<file path="src/rtl/fir_pkg.sv">
// Shared types and constants for the fixed-point FIR filter.
`timescale 1ns / 1ps

package fir_pkg;

	localparam int DATA_WIDTH = 32;
	localparam int FRAC_BITS  = 8;
	localparam int MAX_TAPS   = 32;
	localparam int IDX_W      = 5;
	localparam int PROD_W     = 2 * DATA_WIDTH;

	// Input word operation codes.
	localparam logic OP_FILTER = 1'b0;
	localparam logic OP_COEF   = 1'b1;

	typedef logic signed [DATA_WIDTH-1:0] data_t;
	typedef logic signed [PROD_W-1:0]     prod_t;
	typedef logic [IDX_W-1:0]             idx_t;

	// Control from the sequencer to the multiply-accumulate unit.
	typedef struct packed {
		logic valid;
		logic clear;
	} mac_ctl_t;

endpackage

</file>
<file path="src/rtl/fir_mac.sv">
// Shared multiply-accumulate unit: registered product, then scaled accumulate.
`timescale 1ns / 1ps

module fir_mac (
	input  logic           clk,
	input  logic           arst_n,
	input  fir_pkg::mac_ctl_t ctl,
	input  fir_pkg::data_t coef,
	input  fir_pkg::data_t tap,
	output fir_pkg::data_t acc
);
	import fir_pkg::*;

	prod_t prod_s1;
	logic  valid_s1;
	logic  clear_s1;
	data_t acc_q;
	data_t term;

	always_ff @(posedge clk or negedge arst_n) begin
		if (!arst_n) begin
			valid_s1 <= 1'b0;
			clear_s1 <= 1'b0;
		end else begin
			valid_s1 <= ctl.valid;
			clear_s1 <= ctl.clear;
		end
	end

	always_ff @(posedge clk) begin
		if (ctl.valid) begin
			prod_s1 <= PROD_W'(coef) * PROD_W'(tap);
		end
	end

	// The arithmetic shift right by the fraction width keeps these bits.
	assign term = prod_s1[FRAC_BITS+DATA_WIDTH-1:FRAC_BITS];

	always_ff @(posedge clk or negedge arst_n) begin
		if (!arst_n) begin
			acc_q <= '0;
		end else if (valid_s1) begin
			acc_q <= (clear_s1 ? data_t'(0) : acc_q) + term;
		end
	end

	assign acc = acc_q;

endmodule

</file>
<file path="config.mk">
export PLATFORM = sky130hd
export DESIGN_NAME = fir_mac
export DESIGN_NICKNAME = d
export VERILOG_FILES = /design/src/rtl/fir_pkg.sv /design/src/rtl/fir_mac.sv
export SDC_FILE = /design/constraint.sdc
export NUM_CORES = 2
export LEC_CHECK = 0
export BUFFER_PORTS_ARGS = -buffer_cell sky130_fd_sc_hd__buf_2
export CORE_MARGIN = 2
export CORE_UTILIZATION = 55
export DETAILED_ROUTE_END_ITERATION = 12
export PLACE_DENSITY = 0.82
export SLEW_MARGIN = 25
export SYNTH_ARGS = -nofsm -noshare
export SYNTH_HDL_FRONTEND = slang
export SYNTH_SLANG_ARGS = --single-unit
</file>
<file path="constraint.sdc">
create_clock -name clk -period 5.2 [get_ports clk]
set_clock_uncertainty 0.05 [all_clocks]
set_input_delay 1.04 -clock clk [delete_from_list [all_inputs] [get_ports clk]]
set_output_delay 1.04 -clock clk [all_outputs]
set_load 0.05 [all_outputs]
</file>
-- Word-level counts from Yosys, hierarchy flattened
Index checks and enable logic that the tools add are counted.
- ROM bits: 0
- output and inout port bits: 32
- word-level logic and storage cells: 7
- RAM bits: 0
- memories kept: 0
- latch bits: 0
- input port bits: 68
- bits in registers: 74
- multiplexer cells: 1
- shifts and indexed selects: 0
- divide/modulo/power cells: 0
- eq/ne operators: 0
- multipliers: 1
- add/subtract/negate cells: 1
- bitwise gates (word level): 0
- reductions and logical operators: 0
- order comparisons: 0
- operators with widths (kind ; number):
    32-bit by 32-bit multiplier with 40-bit output ; 1
    32-bit adder ; 1
    32-bit two-way mux ; 1

-- Longest topological paths before layout
- depth in word-level cells: 2
- depth in mapped cells: 28
- depth with buffers taken out: 26

-- Least setup slack after synthesis
No wires, ideal clock.
- path type: input port to flip-flop
- start: input port coef[12]
- end: register prod_s1[39], data pin
- data required time: 4.887 ns
- path slack: -2.597 ns
- arrival: 7.485 ns
- buffers on the path: 2
- stages on the path: 26
- cells stage by stage: clkbuf_1 -> clkbuf_1 -> and2_1 -> fa_1 -> fa_1 -> fa_1 -> inv_1 -> fa_1 -> inv_1 -> fa_1 -> inv_1 -> fa_1 -> inv_1 -> fa_1 -> fa_1 -> ha_1 -> a21oi_1 -> o21ai_0 -> a21oi_1 -> o21a_1 -> a21o_1 -> a21oi_2 -> nor3_2 -> nor4b_4 -> a311oi_1 -> xnor2_1
- longest elaborated chain between the ends: 1
- ends and longest elaborated chain (what ; line ; source):
    from (decl) ; fir_mac.sv:8 ; input fir_pkg::data_t coef,
    32-bit by 32-bit multiplier with 40-bit output ; fir_mac.sv:32 ; prod_s1 <= PROD_W'(coef) * PROD_W'(tap);
    to (signal assigned) ; fir_mac.sv:32 ;
    to (decl) ; fir_mac.sv:14 ; prod_t prod_s1;
Every way passes these cells.
A chain may end at the register's enable or synchronous reset.

-- Final worst setup path
- start: input port tap[3]
- end: register prod_s1[39], data pin
- longest elaborated chain between the ends: 1
- ends and longest elaborated chain (what ; line ; source):
    from (decl) ; fir_mac.sv:9 ; input fir_pkg::data_t tap,
    32-bit by 32-bit multiplier with 40-bit output ; fir_mac.sv:32 ;
Every way passes these cells.

==> out/results.tsv <==
stage	metric	value	unit
status	status	complete, but fails checks	
status	failed_checks	setup timing	
logic_synthesis	syn-num-nets	3749	
floorplan	die_w	225	µm
sta	finalMaxSlewViolations	0	
routing	wl_per_cell	19.5	µm
clock_tree	cts_tree	done	
critical_path	crit_fanout	7	
sta	worst_slack	-2.40	ns
routing	num_vias	20300	
placed_design	port_buffers	99	
placed_design	routabilityCongestion	0.969	
clock_tree	cts_sinks	66	
logic_synthesis	post-synth-top-count-cell	inv_1	
final_layout	fin_area	31500	µm²
final_layout	nets	3990	
logic_synthesis	async_reset_ff_frac	0.515	
final_layout	fin_util	0.648	
logic_synthesis	yosysSeqAreaShare	0.0673	
clock_tree	postCtsHoldBufs	0	
logic_synthesis	synth.largest_area_cell	fa_1	
critical_path	crit_family	adder cells	
floorplan	fp.dieArea	50700	µm²
critical_path	path_cells	buf_12, buf_8, and2_1, fa_1, fa_1, inv_2, fa_2, fa_1, inv_2, fa_1, fa_2, fa_2, fa_2, ha_4, nand2_4, nor2_4, a21oi_2, o21a_1, a21o_1, a21oi_4, nor3_4, nor4b_4, a311oi_2, xnor2_1	
logic_synthesis	synth_common_cells	inv_1 (654), fa_1 (643), and2_1 (471)	
clock_tree	cts_max_level	3	
logic_synthesis	synth_flop_cell	dfrtp_1	
sta	post-route-period-util	1.46	
critical_path	arrival	7.63	ns
logic_synthesis	synth.distinct_cells	60	
critical_path	worstSetupPathType	in2reg	
clock_tree	insertion_delay	0.34	ns
critical_path	cp-start-kind	primary input	
sta	rsz0062_at_grt	yes	
final_layout	synthToLayoutAreaGrowth	17.1	%
floorplan	ios	100	
sta	final-setup-viol-count	31	
logic_synthesis	synth_area_leaders	fa_1 (48%), and2_1 (11%), inv_1 (9.1%)	
critical_path	slowest_stage	fa_2	
sta	fmax	132	MHz
global_routing	grt_first_pass_wirelength	115	mm
sta	hold_viol	0	
sta	fin_crit	7.60	ns
sta	tns	-60.63	ns
routing	ant_nets	0	
routing	first_pass_iters	5	
routing	drc	0	
logic_synthesis	syn_area	26900	µm²
critical_path	worst-path-buf-inv	4	
routing	routed_wl	72.7	mm
placed_design	dp_hpwl	59.5	mm
global_routing	grt_pass1_vias	21900	
global_routing	grtUsageTotal	0.289	
final_layout	n_antenna_cell	0	
global_routing	grt.overflow.total	0	
floorplan	rows	81	
critical_path	critPathCaptureType	flop	
logic_synthesis	synth_seq_cells	66	
critical_path	required	5.23	ns
logic_synthesis	synth-edff-count	32	
flow_run	cap_violations	0	
final_layout	final_layout_size_suffix_gt1_frac	0.198	
routing	avgViaCountPerCell	5.46	
global_routing	grt_max_degree	35	
routing	drt-initial-drc-count	1726	
floorplan	die_h	225	µm
clock_tree	cts_buffers	9	
floorplan	start_util	0.553	
clock_tree	cts_root_buf	clkbuf_16	
clock_tree	cts_buffer_depth	2	
logic_synthesis	postSynthCellCount	2852	
logic_synthesis	postSynthAreaPerCell	9.44	µm²
placed_design	placed_area	29600	µm²
sta	slew_headroom	0.449	
global_routing	antenna_found_initial	1	
logic_synthesis	netlist.area_leader.share	0.478	
critical_path	cpPeakStageDelay	0.61	ns
clock_tree	path_clk_slew	0.06	ns
worst_hold_path	hold_class	reg2reg	
sta	worst_pin_slew	0.826	ns
floorplan	coreArea	48600	µm²
logic_synthesis	synth_warnings	0	
[routing by layer]
metal	vias to the layer above	wire, µm	global-route usage
met5	-	9	0
met4	2	2130	0.0805
met3	168	5880	0.0438
met2	1002	35700	0.492
met1	10400	28900	0.388
li1	8767	-	-
[final timing paths]
kind                            slack [ns]     endpoint  startpoint  cells after the start
worst max-delay path                 -2.40  prod_s1[39]      tap[3]                     24
worst min-delay path                  0.45      acc[10]     acc[10]                      2
worst max register to register        1.36      acc[30]    clear_s1                     14
worst min register to register        0.45      acc[10]     acc[10]                      2
max in group asynchronous             3.82      acc[29]      arst_n                      1
min in group asynchronous             0.75       acc[2]      arst_n                      1
[stage by stage]
stage / instances / worst slack (ns) / hold WS (ns)
finish: 3720 / -2.40 / 0.447
global route: 3720 / -2.56 / 0.474
CTS: 3711 / -2.20 / 0.450
detailed placement: 3662 / -2.86 / 0.435
global placement: 3662 / -2.72 / 0.428
floorplan: 2852 / -2.27 / 0.529
[worst min-delay path: stages (launching register included)]
cell     delay (ns)
dfrtp_1        0.35
nand2_1        0.05
o31ai_1        0.06
[area by class of cell]
class / count / area (µm²)
sequential: 66 / 1810
multi-input combinational: 1995 / 23000
tap: 622 / 778
inverter: 654 / 2450
fill: 3504 / 17100
clock inverter: 7 / 93.8
timing repair buffer: 367 / 3110
clock buffer: 9 / 225
[cell usage in the layout, fill, tap and decap left out, types with 5 or more instances in the layout]
| cell | n |
|---|---|
| nand3_1 | 5 |
| nor2_2 | 5 |
| buf_12 | 9 |
| and2_1 | 436 |
| buf_6 | 52 |
| o21a_1 | 13 |
| ha_4 | 28 |
| fa_2 | 50 |
| xnor2_1 | 70 |
| inv_1 | 628 |
| a21oi_1 | 23 |
| nor2b_1 | 40 |
| inv_2 | 26 |
| buf_4 | 224 |
| a211oi_1 | 6 |
| xor2_1 | 26 |
| mux2_2 | 20 |
| a21oi_2 | 10 |
| o21bai_1 | 6 |
| and2_4 | 35 |
| clkbuf_16 | 9 |
| a21oi_4 | 7 |
| nand2b_1 | 9 |
| edfxtp_1 | 32 |
| buf_8 | 19 |
| ha_1 | 156 |
| o21ai_2 | 6 |
| o21ai_0 | 13 |
| o31ai_1 | 7 |
| fa_1 | 593 |
| nand4_1 | 5 |
| buf_2 | 58 |
| nor3_1 | 7 |
| nand2_1 | 297 |
| dfrtp_1 | 34 |
| a21o_1 | 18 |
| nor2_1 | 25 |
[sequential cells by signal, indices dropped and copies added (netlist names)]
signal / flops
prod_s1: 32
acc: 32
clear_s1: 1
valid_s1: 1
[what timing repair did]
item,CTS,global route
gates cloned,2,0
pin swaps,161,74
hold endpoints to repair,0,0
buffers inserted,35,15
gates resized for setup,232,98
setup endpoints to repair,32,32
[cell families (layout without fill, tap and decap cells)]
logic type	Yosys count	count (layout)	share of synthesized area
compound gates	141	141	0.0361
flops	66	66	0.0673
buf+inv	791	1037	0.111
xor+xnor	100	100	0.0325
mux	20	20	0.00837
fa+ha+maj	829	829	0.565
simple gates	905	905	0.180
Power is not shown: default switching activity piles up to over one toggle a cycle in this logic, so the estimate is an artifact.
